==> config.mk <==
export PLATFORM = sky130hd
export DESIGN_NAME = float32_minifloat_truncate
export DESIGN_NICKNAME = d
export VERILOG_FILES = /design/src/rtl/core/fmt_pkg.sv /design/src/rtl/core/fmt_classify.sv /design/src/rtl/core/fmt_pack.sv /design/src/rtl/core/float32_minifloat_truncate.sv
export SDC_FILE = /design/constraint.sdc
export NUM_CORES = 1
export LEC_CHECK = 0
export ABC_AREA = 1
export BUFFER_PORTS_ARGS = -buffer_cell sky130_fd_sc_hd__buf_2
export CAP_MARGIN = 20
export CORE_UTILIZATION = 55
export DETAILED_ROUTE_END_ITERATION = 10
export PLACE_DENSITY = 0.73
export SETUP_SLACK_MARGIN = 0.3
export SLEW_MARGIN = 10
export SYNTH_ARGS = -nofsm -noshare
export SYNTH_HDL_FRONTEND = slang
export SYNTH_SLANG_ARGS = --single-unit
==> constraint.sdc <==
create_clock -name i_clk -period 6.65 [get_ports i_clk]
set_input_delay 0 -clock i_clk [delete_from_list [all_inputs] [get_ports i_clk]]
set_output_delay 0 -clock i_clk [all_outputs]
set_load 0.02 [all_outputs]
==> src/rtl/core/fmt_pkg.sv <==
`default_nettype none
package fmt_pkg;
    localparam int unsigned EB_W = 4;
    localparam int unsigned MB_W = 5;
    localparam int unsigned DATA_W = 32;
    localparam int unsigned CFG_W = 5;
    localparam logic [EB_W-1:0] EB_RESET = 4'd8;
    localparam logic [MB_W-1:0] MB_RESET = 5'd23;
    localparam logic CFG_EB = 1'b0;
    localparam logic CFG_MB = 1'b1;

    typedef enum logic [2:0] {
        t_zero, t_sat, t_flush, t_sub, t_norm
    } t_case;

    typedef struct packed {
        logic        sgn;
        logic [7:0]  ef;
        logic [22:0] fr;
        logic [22:0] keep;
        logic [7:0]  bias;
        logic [4:0]  mb;
        t_case       kind;
    } t_s1;
endpackage
`default_nettype wire

==> src/rtl/core/fmt_classify.sv <==
`default_nettype none
module fmt_classify (
    input  wire logic                    i_clk,
    input  wire logic                    i_rst_n,
    input  wire logic                    i_en,
    input  wire logic                    i_vld,
    input  wire logic [31:0]             i_x,
    input  wire logic [fmt_pkg::EB_W-1:0] i_eb,
    input  wire logic [fmt_pkg::MB_W-1:0] i_mb,
    output logic                         o_vld,
    output fmt_pkg::t_s1                 o_s
);
    import fmt_pkg::*;
    logic [3:0] eb;
    logic [4:0] mb;
    logic [7:0] bias;
    logic signed [10:0] e, b, m;
    t_s1 n_s, r_s;
    logic r_vld;

    always_comb begin
        eb = (i_eb < 4'd1) ? 4'd1 : ((i_eb > 4'd8) ? 4'd8 : i_eb);
        mb = (i_mb < 5'd1) ? 5'd1 : ((i_mb > 5'd23) ? 5'd23 : i_mb);
        bias = 8'((9'd1 << (eb - 4'd1)) - 9'd1);
        e = $signed({3'b0, i_x[30:23]}) - 11'sd127;
        b = $signed({3'b0, bias});
        m = $signed({6'b0, mb});
        n_s.sgn = i_x[31];
        n_s.ef = i_x[30:23];
        n_s.fr = i_x[22:0];
        n_s.keep = 23'((24'hFFFFFF << (5'd23 - mb)));
        n_s.bias = bias;
        n_s.mb = mb;
        if (i_x[30:0] == 31'd0) n_s.kind = t_zero;
        else if (e > b) n_s.kind = t_sat;
        else if (e + m - 11'sd1 < -b) n_s.kind = t_flush;
        else if (e + b <= 11'sd0) n_s.kind = t_sub;
        else n_s.kind = t_norm;
    end

    always_ff @(posedge i_clk) begin
        if (!i_rst_n) begin
            r_vld <= 1'b0;
        end else if (i_en) begin
            r_vld <= i_vld;
        end
        if (i_en) begin
            r_s <= n_s;
        end
    end
    assign o_vld = r_vld;
    assign o_s = r_s;
endmodule
`default_nettype wire

==> src/rtl/core/fmt_pack.sv <==
`default_nettype none
module fmt_pack (
    input  wire logic         i_clk,
    input  wire logic         i_rst_n,
    input  wire logic         i_en,
    input  wire logic         i_vld,
    input  fmt_pkg::t_s1      i_s,
    output logic              o_vld,
    output logic [31:0]       o_y
);
    import fmt_pkg::*;
    // Stage two forms the shifted subnormal mantissa; stage three packs it.
    logic [23:0] man, q;
    logic [7:0] k;
    logic [31:0] n_y1;
    logic r_vld2, r_vld3;
    logic [31:0] r_y2, r_y3;
    logic [23:0] r_q;
    logic signed [9:0] r_p;
    logic r_sub;
    logic r_sgn;
    logic [4:0] msb;
    logic signed [9:0] top;
    logic [31:0] n_y3;
    logic signed [9:0] n_p;

    always_comb begin
        man = 24'((i_s.fr >> (5'd23 - i_s.mb))) + (24'd1 << i_s.mb);
        k = 8'(9'd1 - {1'b0, i_s.bias} - {1'b0, i_s.ef} + 9'd127);
        q = (k > 8'd23) ? 24'd0 : (man >> k[4:0]);
        n_p = 10'sd1 - $signed({2'b0, i_s.bias}) - $signed({5'b0, i_s.mb});
        case (i_s.kind)
            t_zero:  n_y1 = 32'd0;
            t_sat:   n_y1 = {i_s.sgn, 8'(i_s.bias + 8'd127), i_s.keep};
            t_flush: n_y1 = {i_s.sgn, 31'd0};
            t_norm:  n_y1 = {i_s.sgn, i_s.ef, i_s.fr & i_s.keep};
            default: n_y1 = 32'd0;
        endcase
    end

    always_ff @(posedge i_clk) begin
        if (!i_rst_n) begin
            r_vld2 <= 1'b0;
            r_vld3 <= 1'b0;
        end else if (i_en) begin
            r_vld2 <= i_vld;
            r_vld3 <= r_vld2;
        end
        if (i_en) begin
            r_y2 <= n_y1;
            r_q <= q;
            r_p <= n_p;
            r_sub <= (i_s.kind == t_sub);
            r_sgn <= i_s.sgn;
            r_y3 <= n_y3;
        end
    end

    always_comb begin
        msb = 5'd0;
        for (int i = 0; i < 24; i++) begin
            if (r_q[i]) msb = 5'(i);
        end
        top = $signed({5'b0, msb}) + r_p;
        if (!r_sub) n_y3 = r_y2;
        else if (top >= -10'sd126)
            n_y3 = {r_sgn, 8'(top + 10'sd127), 23'(r_q << (5'd23 - msb))};
        else
            n_y3 = {r_sgn, 8'd0, 23'(r_q << 5'(r_p + 10'sd149))};
    end

    assign o_vld = r_vld3;
    assign o_y = r_y3;
endmodule
`default_nettype wire

==> src/rtl/core/float32_minifloat_truncate.sv <==
// Throughput: one item per cycle through a three-stage pipeline while the output is not stalled.
// A stalled output holds the whole pipeline; an empty output slot is refilled.
// Reset (synchronous, active low) empties the pipeline and sets the format
// to eight exponent bits and 23 mantissa bits.
`default_nettype none
module float32_minifloat_truncate (
    input  wire logic        i_clk,
    input  wire logic        i_rst_n,
    input  wire logic        i_cfg_we,
    input  wire logic        i_cfg_idx,
    input  wire logic [4:0]  i_cfg_data,
    input  wire logic        i_valid,
    output logic             o_ready,
    input  wire logic [31:0] i_value_in,
    output logic             o_valid,
    input  wire logic        i_ready,
    output logic [31:0]      o_value_out
);
    import fmt_pkg::*;
    logic [EB_W-1:0] r_eb;
    logic [MB_W-1:0] r_mb;
    logic en, v1;
    t_s1 s1;

    always_ff @(posedge i_clk) begin
        if (!i_rst_n) begin
            r_eb <= EB_RESET;
            r_mb <= MB_RESET;
        end else if (i_cfg_we) begin
            if (i_cfg_idx == CFG_EB) r_eb <= i_cfg_data[EB_W-1:0];
            else r_mb <= i_cfg_data;
        end
    end

    assign en = i_ready || !o_valid;
    assign o_ready = en;

    fmt_classify u_cls (
        .i_clk, .i_rst_n, .i_en(en), .i_vld(i_valid), .i_x(i_value_in),
        .i_eb(r_eb), .i_mb(r_mb), .o_vld(v1), .o_s(s1)
    );
    fmt_pack u_pack (
        .i_clk, .i_rst_n, .i_en(en), .i_vld(v1), .i_s(s1),
        .o_vld(o_valid), .o_y(o_value_out)
    );
endmodule
`default_nettype wire

### Word level (Yosys, flattened, before mapping)

Index checks and enable logic that the tools add are counted.

| word-level totals | value |
|---|---|
| bits of input ports | 43 |
| output and inout bits | 34 |
| logic and storage cells | 102 |
| register bits | 183 |

| operators by class | value |
|---|---|
| $lt $le $gt $ge | 9 |
| equality and inequality tests | 4 |
| mux-type cells | 33 |
| shift-type cells | 7 |
| reduce and logical (&&, ||, !) cells | 7 |
| add/sub/neg operators | 20 |
| bitwise logic cells | 2 |

Operators with widths:

| cell | number |
|---|---|
| 32-bit one-hot mux with 3 select lines | 1 |
| 5-bit 2-to-1 mux | 10 |
| 24-bit by 5-bit << shifter with 23-bit output | 2 |
| 4-bit 2-to-1 mux | 10 |
| 32-bit 2-to-1 mux | 1 |
| 31-bit logical NOT | 1 |
| 31-bit 2-to-1 mux | 1 |
| 24-bit adder | 1 |
| 1-bit by 5-bit << shifter with 24-bit output (first input constant) | 1 |
| 24-bit by 5-bit << shifter with 23-bit output (first input constant) | 1 |
| 23-bit by 5-bit >> shifter with 24-bit output | 1 |
| 24-bit by 5-bit >> shifter with 24-bit output | 1 |
| 23-bit AND | 1 |
| 8-bit by 7-bit adder with 8-bit output (second input constant) | 2 |
| 3-bit 2-to-1 mux | 5 |
| 5-bit subtractor (first input constant) | 3 |
| 11-bit by 6-bit adder with 11-bit output | 1 |
| 11-bit by 9-bit adder with 11-bit output | 1 |
| 11-bit by 9-bit > comparator with 1-bit output | 1 |
| 11-bit by 1-bit <= comparator with 1-bit output (second input constant) | 1 |
| 11-bit < comparator | 1 |
| 8-bit negator with 11-bit output | 1 |
| 11-bit by 2-bit subtractor with 11-bit output (second input constant) | 1 |
| 6-bit by 10-bit adder with 10-bit output | 1 |
| 27 further kinds | 32 |

### Logic depth before layout (Yosys ltp)

Gate-level depths: netlist of run 1.

| depth | value |
|---|---|
| depth in word-level cells | 27 |
| mapped depth | 47 |
| mapped depth without buffers | 47 |

### Cells and area by module

A second synthesis of run 1 with hierarchy kept.

| unflattened totals | value |
|---|---|
| cells, all modules | 1887 |
| area total of the unflattened synthesis | 14372.5 um2 |

Modules (own cells, without submodules):

| module | area an instance (um2) | cells an instance | seq. area each (um2) | times used |
|---|---|---|---|---|
| fmt_pack | 9813.2 | 1426 | 3042.9 | 1 |
| fmt_classify | 4204.0 | 411 | 2152.1 | 1 |
| float32_minifloat_truncate | 355.3 | 50 | 180.2 | 1 |

### Least setup slack after synthesis of run 1

OpenSTA, ideal clock, no wires.

| timing | value |
|---|---|
| path kind | reg-to-reg |
| start point | reg u_cls.r_s, in the netlist u_cls.o_s[3] |
| end point | reg u_pack.r_q[7] (data pin) |
| setup time | 255 ps |
| data required time | 6395 ps |
| period minus slack after synthesis | 4681 ps |
| arrival | 4426 ps |
| setup slack | 1969 ps |
| cell stages (with the launch flop) | 33 |
| buffers on the path | 3 |
| path through | edfxtp_1 > clkbuf_1 > clkbuf_1 > clkbuf_1 > nand2_1 > nand3_1 > o21ai_0 > nand2_1 > o21ai_0 > o221ai_1 > ha_1 > inv_1 > fa_1 > o21ai_2 > a21oi_1 > o21ai_0 > a21boi_1 > o21bai_1 > a21oi_1 > o21ai_2 > nand2_1 > nand2_1 > nand2_1 > nand2_1 > nand2_1 > nand2_1 > nand2_1 > nand3_1 > nand3_1 > nand3_1 > nand3_1 > o21ai_0 > inv_1 |

| between the ends | value |
|---|---|
| longest elaborated chain between the ends | 4 |
| elaborated cells on any way between the ends | 5 |
| those cells by class | add/sub: 2; shift: 3 |

RTL lines:

| element | RTL line | text |
|---|---|---|
| start: declaration | fmt_classify.sv:18 | `t_s1 n_s, r_s;` |
| start signal: assignment | fmt_classify.sv:48 | `r_s <= n_s;` |
| 5-bit subtractor | fmt_pack.sv:28 | `man = 24'((i_s.fr >> (5'd23 - i_s.mb))) + (24'd1 << i_s.mb);` |
| 23-bit by 5-bit >> shifter with 24-bit output | fmt_pack.sv:28 |  |
| 24-bit adder * | fmt_pack.sv:28 |  |
| 24-bit by 5-bit >> shifter with 24-bit output * | fmt_pack.sv:30 | `q = (k > 8'd23) ? 24'd0 : (man >> k[4:0]);` |
| end signal: assignment | fmt_pack.sv:51 | `r_q <= q;` |
| end: declaration | fmt_pack.sv:18 | `logic [23:0] r_q;` |

Every way passes the cells marked *; elsewhere a longest branch is shown, timed or not.
A chain may end at the register's enable or synchronous reset.

### Final worst setup path of run 1

| timing | value |
|---|---|
| start point | reg u_cls.r_s, in the netlist u_cls.o_s[5] |
| end point | reg u_pack.r_q[7] (data pin) |

The elaborated chain is that of the path after synthesis.

==> results of run 1 <==
## sequential cells by signal, summed over array words and instances, names as in the netlist
register and cells:
u_pack.r_p 10, u_pack.r_y2 32, r_eb 4, u_pack.r_sgn 1, u_pack.r_sub 1, u_pack.r_vld2 1, u_pack.r_q 24, u_cls.o_vld 1
u_cls.o_s 71, u_pack.o_vld 1, u_pack.o_y 32, r_mb 5
## worst max-delay path, delay by kind of cell (launching register included)
kind	cells	cell delay (ns)
AOI/OAI and AO/OA	10	1.81
DFF	1	0.85
adders and majority gates	1	0.41
and+or+nand+nor	13	1.42
buffers and inverters	3	0.80
## worst max-delay path by stage
stage | from | to | slack (ns) | cells past startpoint
6_report | u_cls.o_s[5]$_DFFE_PP_ | u_pack.r_q[7]$_SDFFCE_PP0P_ | 1.05 | 27
5_1_grt | u_cls.o_s[5]$_DFFE_PP_ | u_pack.r_q[7]$_SDFFCE_PP0P_ | 0.55 | 27
4_1_cts | u_cls.o_s[5]$_DFFE_PP_ | u_pack.r_q[3]$_SDFFCE_PP0P_ | 1.12 | 21
3_5_place_dp | u_cls.o_s[5]$_DFFE_PP_ | u_pack.r_q[3]$_SDFFCE_PP0P_ | 1.12 | 21
3_3_place_gp | u_cls.o_s[5]$_DFFE_PP_ | u_pack.r_q[3]$_SDFFCE_PP0P_ | 1.26 | 21
2_1_floorplan | u_cls.o_s[3]$_DFFE_PP_ | u_pack.r_q[7]$_SDFFCE_PP0P_ | 1.97 | 32
## where the power goes
part / internal [mW] / switching [mW]
registers: 1.52 / 0.121
logic: 1.07 / 2.32
clock network: 0.526 / 0.452
## cells in the mapped netlist, types with 13 or more instances
master    instances  area (µm²)
nand2_1         439        1650
inv_1           203         762
nand3_1         192         961
edfxtp_1        171        5130
o21ai_0         141         706
nor2_1          135         507
ha_1             94        1180
a21oi_1          86         430
xor2_1           43         377
clkbuf_1         41         154
xnor2_1          25         219
nand4_1          17         106
nor3_1           16        80.1
nor4_1           13        81.3
## final cells by class
| cell class | count | area (µm²) |
|---|---|---|
| clock inverters | 13 | 133 |
| flip-flops and latches | 183 | 5380 |
| well taps | 330 | 413 |
| fillers | 2160 | 9430 |
| repair buffers | 134 | 938 |
| clock buffers | 18 | 429 |
| multi-input cells | 1359 | 7650 |
| inverters | 217 | 820 |
## stage by stage
step	hold slack [ns]	cells	instance area, µm²	total power [mW]	setup WS (ns)
2_1_floorplan	0.0989	1824	14100	4.23	1.97
3_3_place_gp	0.181	2174	14700	4.90	1.26
3_5_place_dp	0.183	2174	14700	4.93	1.12
4_1_cts	0.00585	2254	15800	5.94	1.12
5_1_grt	0.0712	2254	15800	6.44	0.553
6_report	0.0409	2254	15800	6.00	1.05
## cell families after synthesis
| kind of cell | count (synthesis) | synth area share, % |
|---|---|---|
| adder cells (fa/ha/maj) | 100 | 9.17 |
| buffers and inverters | 282 | 7.88 |
| multiplexers | 8 | 0.567 |
| AO/OA/AOI/OAI | 330 | 13.6 |
| XOR/XNOR | 71 | 4.56 |
| other | 1 | 0.0265 |
| flip-flops | 183 | 38.0 |
| AND/OR/NAND/NOR | 849 | 26.2 |
## routing by layer
layer | global-route usage [%] | vias up
li1 | - | 6376
met1 | 38.4 | 5968
met2 | 48.8 | 533
met3 | 4.32 | 67
met4 | 10.1 | 0
met5 | 0 | -
## cells in the final DEF, fill, tap and decap left out, types with 5 or more instances in the layout
| cell | n |
|---|---|
| a21o_1 | 5 |
| a21oi_1 | 86 |
| a21oi_2 | 5 |
| a31oi_1 | 5 |
| buf_2 | 76 |
| buf_4 | 9 |
| clkbuf_16 | 17 |
| clkinv_1 | 6 |
| dfxtp_1 | 12 |
| dlygate4sd3_1 | 49 |
| edfxtp_1 | 171 |
| fa_1 | 6 |
| ha_1 | 94 |
| inv_1 | 202 |
| inv_2 | 9 |
| inv_6 | 7 |
| mux2i_1 | 8 |
| nand2_1 | 439 |
| nand2_2 | 7 |
| nand3_1 | 192 |
| nand3_2 | 12 |
| nand4_1 | 17 |
| nor2_1 | 135 |
| nor3_1 | 15 |
| nor4_1 | 13 |
| o211ai_1 | 11 |
| o21a_1 | 9 |
| o21ai_0 | 141 |
| o21ai_1 | 12 |
| o21ai_2 | 5 |
| o221ai_1 | 9 |
| o22ai_1 | 12 |
| o31ai_1 | 6 |
| or2_2 | 5 |
| xnor2_1 | 25 |
| xor2_1 | 43 |
## repair_timing
action	in CTS	in global routing
buffers inserted	0	0
hold endpoints to repair	44	0
gates resized for setup	0	0
endpoints found under the setup margin	0	0
hold buffers	49	0
==> results.md, run 1 <==
* Outcome: finished, final reports clean
* Syn Inst Count at around 1.8k
* Metal-1 WL at 16200 µm
* Clock root buffer: clkbuf_16
* CP max-delay cell: edfxtp_1
* DR vias at roughly 13k
* Final Max Slew Viols at 0
* H-Tree Depth at 4
* Total grt overflow at 0
* Final critical-path share of the clock period at between 80% and 90%
* Met2 wire length at 17900 µm
* RSZ-0062 raised after global routing: no
* Crit path DAT at 5.80 ns
* WP data required at a little under 7 ns
* Antenna-violating nets left at 0
* GPL Wtd Cong at roughly 1.0
* Area of the die at 0.0263 mm²
* WS Path Type: flop to flop
* Setup crit start kind: flop
* Post-synth EDFFs at between 150 and 200
* Power Density at between 300 and 400 mW/mm²
* Initial antenna violation count at 1
* FF+latch count, synth at between 150 and 200
* CTS buffer count at 17
* DP Wirelength at between 20000 and 30000 µm
* Sum Neg Setup Slack at 0 ns
* DRC Markers at 0
* Wire per inst at about 17 µm
* # rows at 58
* Drt first-iter violations at 1386
* Syn_area_per_cell at between 7 and 8 µm²
* Worst Hold End: r_eb[1]$_SDFFE_PN0P_
* Hold Path Depth at 5
* Worst Max-Slew Pin Slew at roughly 1.0 ns
* CP max stage delay at about 0.85 ns
* R2R Path End: u_pack.r_q[7]$_SDFFCE_PP0P_
* DRT Pass-1 Iters at 6
* Syn Nets at approximately 2k
* Die Wd at approximately 160 µm
* Die Span Y at around 160 µm
* DR WL met3 at 2520 µm
* Hold Crit Start: i_cfg_we
* Worst path most repeated cell: nand2_1
* Fmax at between 150 and 200 MHz
* R2R depth at 27
* Post-synthesis cell type count at 62
* Period minus WS final at ~5.6 ns
* Worst setup EP type: flop
* Total track usage at between 20% and 30%
* R2r startpoint: u_cls.o_s[5]$_DFFE_PP_
* Vias in the first global route at around 12k
* Setup slack, reg-to-reg at about 1.0 ns
* Peak VDD IR at 0.336 mV
* Worst-Skew Late Latency at roughly 0.44 ns
* Ys Warns at 0
* Layout cells sized above 1 at under 10%
* Highest routed layer: met4
* DRT Wirelength at between 30000 and 40000 µm
* Final setup fails at 0
* Clock slew at reported path FFs at about 0.08 ns
* Global-route wire length before repair at roughly 60000 µm
* Clock sink total at 183
* Hold Crit Class: input pin to flop
* Antenna cells at 0
* Leak at 7.28 nW
* Post-Route Utilization at between 60% and 70%
* Post-synth ARST share at 0%
* Sequential area share after synthesis at between 30% and 40%
* Clk_skew at 0.0178 ns
* PortBufs at 76
* Worst rel slew slack at 30.1%
* Vias per std cell at 5.74
* Mapped Area at ~0.014 mm²
* Fin. Hold Viols at 0
* Synth-to-layout area growth at 11.5%
* Critical Path Fanout Max at 26
* TritonCTS clock tree: built
* Starting Density at between 50% and 60%
* Largest net degree at the start of global routing at between 90 and 100
* Clock tree buffer depth at 2
* Core Area at 0.0252 mm²
* Ys flop type: edfxtp_1
* Final nets at around 2.1k
* IO Pins at a little under 80
* Max-Cap Viols at 0
(Power assumes the default switching activity.)
==> inputs of run 2 (changes only) <==
PLACE_DENSITY = 0.76   (was 0.73)
clock period = 4.9 ns   (was 6.65 ns; I/O delays follow)
==> run 2 against run 1 <==
Non-clock buffer count is 82 higher. Cell count is 4.0% higher. Clock skew hardly changed. Clock-buffer cell count stayed put. Utilization is 7.2 points higher. Sequential share of layout area is 3.5 points lower. Combinational power is 76% higher. Cell area is 12% higher. Register-to-register slack worse by 0.79 ns. Critical path type unchanged. Critical endpoint is now u_pack.o_y[21]$_DFFE_PP_. Highest routed layer unchanged.
==> results.md, run 2 (same netlist as run 1, synthesis figures left out) <==
* Clock root buffer: clkbuf_16
* R2R Path End: u_pack.o_y[21]$_DFFE_PP_
* Vias in the first global route at 12.3k
* Hold Crit Start: i_value_in[17]
* Worst Hold End: u_cls.o_s[56]$_DFFE_PP_
* PortBufs at 76
* Final setup fails at 0
* Largest net degree at the start of global routing at just under 100
* Max-Cap Viols at 0
* Setup slack, reg-to-reg at between 0.2 and 0.3 ns
* Clk_skew at ~0.018 ns
* Crit path DAT at about 4.8 ns
* Hold Crit Class: input pin to flop
* DRT Wirelength at 41200 µm
* Antenna cells at 0
* Vias per std cell at ~5.8
* Power Density at 548 mW/mm²
* Clock tree buffer depth at 2
* Most common cell after layout, fill and taps aside: nand2_1
* Worst path most repeated cell: nand2_1
* IO Pins at between 70 and 80
* CTS buffer count at 17
* CP max-delay cell: edfxtp_1
* WS Path Type: flop to flop
* Die Span Y at 162 µm
* Most frequent cells in the layout: nand2_1, inv_1, edfxtp_1, nand3_1, nor2_1
* Pre-CTS WS at -0.0719 ns
* RSZ-0062 raised after global routing: yes
* Worst-Skew Late Latency at between 0.4 and 0.5 ns
* WP data required at between 5 and 6 ns
* GPL Wtd Cong at between 0.9 and 1
* Period minus WS final at 4.64 ns
* # rows at 58
* Core Area at about 0.025 mm²
* Clock slew at reported path FFs at roughly 0.09 ns
* Fin. Hold Viols at 0
* DRC Markers at 0
* TritonCTS clock tree: built
* Starting Density at between 50 and 60%
* Global-route wire length before repair at about 63000 µm
* Leak at 8.01 nW
* Clock sink total at roughly 180
* Post-DP Area at 0.0149 mm²
* Area of the die at 0.0263 mm²
* Final critical-path share of the clock period at 94.7%
* Max reg flops at slightly above 70
* Antenna-violating nets left at 0
* Worst rel slew slack at 44.8%
* Setup WS post-layout at roughly 0.26 ns
* Final nets at around 2.1k
* Drt first-iter violations at roughly 1.6k
* Die Wd at roughly 160 µm
* Setup crit start kind: flop
* DR vias at 13.6k
* Worst Setup SP: u_pack.r_q[3]$_SDFFCE_PP0P_
* Layout cells sized above 1 at between 20% and 30%
* H-Tree Depth at 4
* R2r startpoint: u_pack.r_q[3]$_SDFFCE_PP0P_
* Final Max Slew Viols at 0
* Total power draw at between 9 and 10 mW
* Peak VDD IR at slightly below 0.6 mV
* Total track usage at a little over 30%
* R2R depth at 32
* Synth-to-layout area growth at 24.4%
* Initial antenna violation count at 0
* Outcome: finished, final reports clean
* CP max stage delay at 0.39 ns
* Total grt overflow at 0
* Wire per inst at 17.6 µm
* Design Area, Final at roughly 0.018 mm²
* DP Wirelength at 28500 µm
* Hold Path Depth at 2
* DRT Pass-1 Iters at 6
* Critical Path Fanout Max at 8
* Fmax at around 220 MHz
* Worst Max-Slew Pin Slew at roughly 0.83 ns
* Worst setup EP type: flop
-- run 2: area by class of cell --
cell class | count | area (µm²)
inverters | 217 | 835
fillers | 1935 | 7610
well taps | 330 | 413
clock inverters | 14 | 185
multi-input cells | 1365 | 8620
repair buffers | 216 | 1690
repair inverters | 1 | 7.51
flip-flops and latches | 183 | 5380
clock buffers | 18 | 450
-- run 2: critical path, delay by kind of cell (launching register included) --
| family | cells | cell delay (ns) |
|---|---|---|
| xor gates and xnor gates | 1 | 0.15 |
| DFF | 1 | 0.39 |
| AOI/OAI and AO/OA | 6 | 1.03 |
| adders and majority gates | 1 | 0.31 |
| buffers and inverters | 3 | 0.25 |
| and+or+nand+nor | 21 | 2.25 |
-- run 2: routing by layer --
| layer | up-vias | track usage, % | routed length (µm) |
|---|---|---|---|
| met2 | 585 | 51.3 | 19800 |
| met4 | 0 | 9.78 | 1510 |
| met5 | - | 0 | 0 |
| met3 | 109 | 4.78 | 2820 |
| met1 | 6306 | 40.3 | 17000 |
| li1 | 6577 | - | - |
-- run 2: where the power goes --
part	internal (mW)	switching (mW)
Clock	0.731	0.709
Sequential	2.06	0.172
Combinational	2.11	3.85
-- run 2: stage by stage --
stage	setup TNS, ns	utilization, %	std cells	hold WS, ns
finish	0	69.8	2344	0.271
global route	-0.283	69.8	2344	0.266
CTS	0	64.8	2298	0.252
detailed placement	-0.127	59.3	2201	0.179
global placement	-0.0308	59.3	2201	0.180
floorplan	0	-	1824	0.0989
-- run 2: worst max path at each step --
stage / to / slack [ns] / cells past startpoint
5_1_grt: u_pack.o_y[21]$_DFFE_PP_ / -0.05 / 44
3_3_place_gp: u_pack.o_y[3]$_DFFE_PP_ / -0.03 / 40
6_report: u_pack.o_y[21]$_DFFE_PP_ / 0.26 / 32
3_5_place_dp: u_pack.o_y[3]$_DFFE_PP_ / -0.07 / 40
4_1_cts: u_pack.o_y[21]$_DFFE_PP_ / 0.26 / 43
2_1_floorplan: u_pack.r_q[7]$_SDFFCE_PP0P_ / 0.32 / 32
-- run 2: timing repair --
action                     CTS  global route
buffers inserted            10            42
hold endpoints to repair    44             0
cloned                       5             4
resized for setup           30           248
setup endpoints to repair   32            50
pin swaps                   14            97
hold buffers                50             0
==> inputs of run 3 (changes only) <==
RECOVER_POWER = 100   (was unset)
==> run 3 against run 2 <==
The flow now finishes with violations (capacitance limit, slew limit). Critical path depth is the same. First-iteration DRC count increased by 2.4%. Hold slack better by 0.014 ns. Combinational power hardly changed. Clock skew rose by 0.0028 ns. Clock power hardly changed. Setup slack gained 0.027 ns. Largest cell class unchanged.
==> results.md, run 3 (same netlist as run 1, synthesis figures left out) <==
* Outcome: finished, violations left
* Failing checks: capacitance limit, slew limit
* Leak at 7.79 nW
* Setup WS post-layout at around 0.29 ns
* DP Wirelength at roughly 29000 µm
* Final Max Slew Viols at between 90 and 100
* WP data required at a little over 5 ns
* Clock sink total at between 150 and 200
* Clock root buffer: clkbuf_16
* Post-DP Area at ~0.015 mm²
* Finished Layout Cells at approximately 2.3k
* Period minus WS final at 4.61 ns
* Total track usage at roughly 31%
* Fin. Hold Viols at 0
* CP Depth at 32
* IO Pins at between 70 and 80
* Largest net degree at the start of global routing at just under 100
* Fmax at around 220 MHz
* Clock tree buffer depth at 2
* Worst rel slew slack at -135%
* Pre-CTS WS at -0.0719 ns
* Placed instance count at 2201
* Peak VDD IR at around 0.58 mV
* Antenna-violating nets left at 0
* Worst Setup SP: u_pack.r_q[3]$_SDFFCE_PP0P_
* TritonCTS clock tree: built
* Layout cells sized above 1 at 19.2%
* PortBufs at 76
* WS Path Type: flop to flop
* Worst Max-Slew Pin Slew at around 3.5 ns
* Die Wd at 162 µm
* Most frequent cells in the layout: nand2_1, inv_1, edfxtp_1, nand3_1, nor2_1
* Clk_skew at 0.0206 ns
* Synth-to-layout area growth at 23.6%
* R2R depth at 32
* Most common cell after layout, fill and taps aside: nand2_1
* Global-route wire length before repair at 63000 µm
* Wire per inst at approximately 18 µm
* Core Area at ~0.025 mm²
* GPL Wtd Cong at between 0.9 and 1
* Crit path DAT at a little under 5 ns
* R2r startpoint: u_pack.r_q[3]$_SDFFCE_PP0P_
* Delay-heaviest family, CP: simple AND/OR/NAND/NOR gates
* H-Tree Depth at 4
* Setup crit end: u_pack.o_y[21]$_DFFE_PP_
* Design Area, Final at around 0.017 mm²
* Worst setup EP type: flop
* Hold Crit Class: input pin to flop
* Worst hold slack at roughly 0.28 ns
* CP max stage delay at about 0.38 ns
* Worst-Skew Late Latency at 0.45 ns
* Total grt overflow at 0
* Max-Cap Viols at 1
* Setup slack, reg-to-reg at around 0.29 ns
* Initial antenna violation count at 0
* Drt first-iter violations at ~1.6k
* Setup crit start kind: flop
* CP max-delay cell: edfxtp_1
* Final setup fails at 0
* Starting Density at between 50% and 60%
* Area of the die at about 0.026 mm²
* DRC Markers at 0
* FF/Latch Area at around 0.0054 mm²
* R2R Path End: u_pack.o_y[21]$_DFFE_PP_
* Clock slew at reported path FFs at approximately 0.080 ns
* Vias in the first global route at 12.3k
* Crit path buf inv count at 3
* Max reg flops at 71
* Worst path most repeated cell: nand2_1
* Area of the multi-input gates at 0.00862 mm²
* DR vias at between 10k and 15k
* # rows at 58
* Final critical-path share of the clock period at a little over nine tenths
* DRT Pass-1 Iters at 7
* DRT Wirelength at 41300 µm
* Power Density at approximately 550 mW/mm²
* Antenna cells at 0
* Critical Path Fanout Max at 8
* CTS buffer count at 17
* Total power draw at between 9 and 10 mW
* Final nets at 2144
* Vias per std cell at 5.80
* RSZ-0062 raised after global routing: yes
* Die Span Y at 162 µm
* Layout fillers at roughly 2.0k
==> run 3: cell types whose count changed in the layout (fill, tap and decap cells not counted) <==
cell and change:
buf_2 -60, buf_4 -1, clkbuf_1 +61, clkbuf_16 -1
clkbuf_2 +1, inv_1 +1, inv_6 -1, nor2_1 +1
nor2_2 -1, nor3_1 +1, nor3_2 -1
==> run 3: worst min-delay path by stage <==
stage                     slack [ns]                      end  cells after the start            from
after global routing            0.27  u_cls.o_s[45]$_DFFE_PP_                      2   i_value_in[6]
after CTS                       0.25  u_cls.o_s[70]$_DFFE_PP_                      2  i_value_in[31]
after global placement          0.18  u_cls.o_s[70]$_DFFE_PP_                      1  i_value_in[31]
after floorplan                  0.1  u_cls.o_s[39]$_DFFE_PP_                      0   i_value_in[0]
after detailed placement        0.18  u_cls.o_s[70]$_DFFE_PP_                      1  i_value_in[31]
final                           0.28  u_cls.o_s[45]$_DFFE_PP_                      2   i_value_in[6]
==> run 3: metrics by stage <==
stage | util, % | setup TNS [ns]
floorplan | - | 0
global placement | 59.3 | -0.0308
detailed placement | 59.3 | -0.127
CTS | 64.8 | 0
global route | 69.4 | -0.283
finish | 69.4 | 0
==> run 3: power by group <==
group | internal [mW] | switching (mW) | leakage [nW]
Sequential | 2.06 | 0.175 | 1.95
Clock | 0.731 | 0.706 | 0.308
Combinational | 2.07 | 3.86 | 5.53
Total | 4.86 | 4.74 | 7.79
==> run 3: layout make-up <==
type	count	share of cell area, %
clock buffers	18	2.58
clock inverters	14	1.06
inverters	217	4.75
multi-input cells	1365	49.3
flip-flops and latches	183	30.8
well taps	330	2.36
repair buffers	216	9.08
repair inverters	1	0.0430
==> run 3: what timing repair did <==
item,CTS,global route
gates resized for setup,30,248
endpoints found under the hold margin,44,0
endpoints found under the setup margin,32,50
cloned,5,4
pin swaps,14,97
buffers inserted,10,42
hold buffers,50,0
==> run 3: metal layers <==
metal  global-route usage [%]  share of wire (%)
met5                        0                  0
met3                     4.78                7.0
met2                     51.3                 48
met4                     9.78                3.8
met1                     40.3                 41
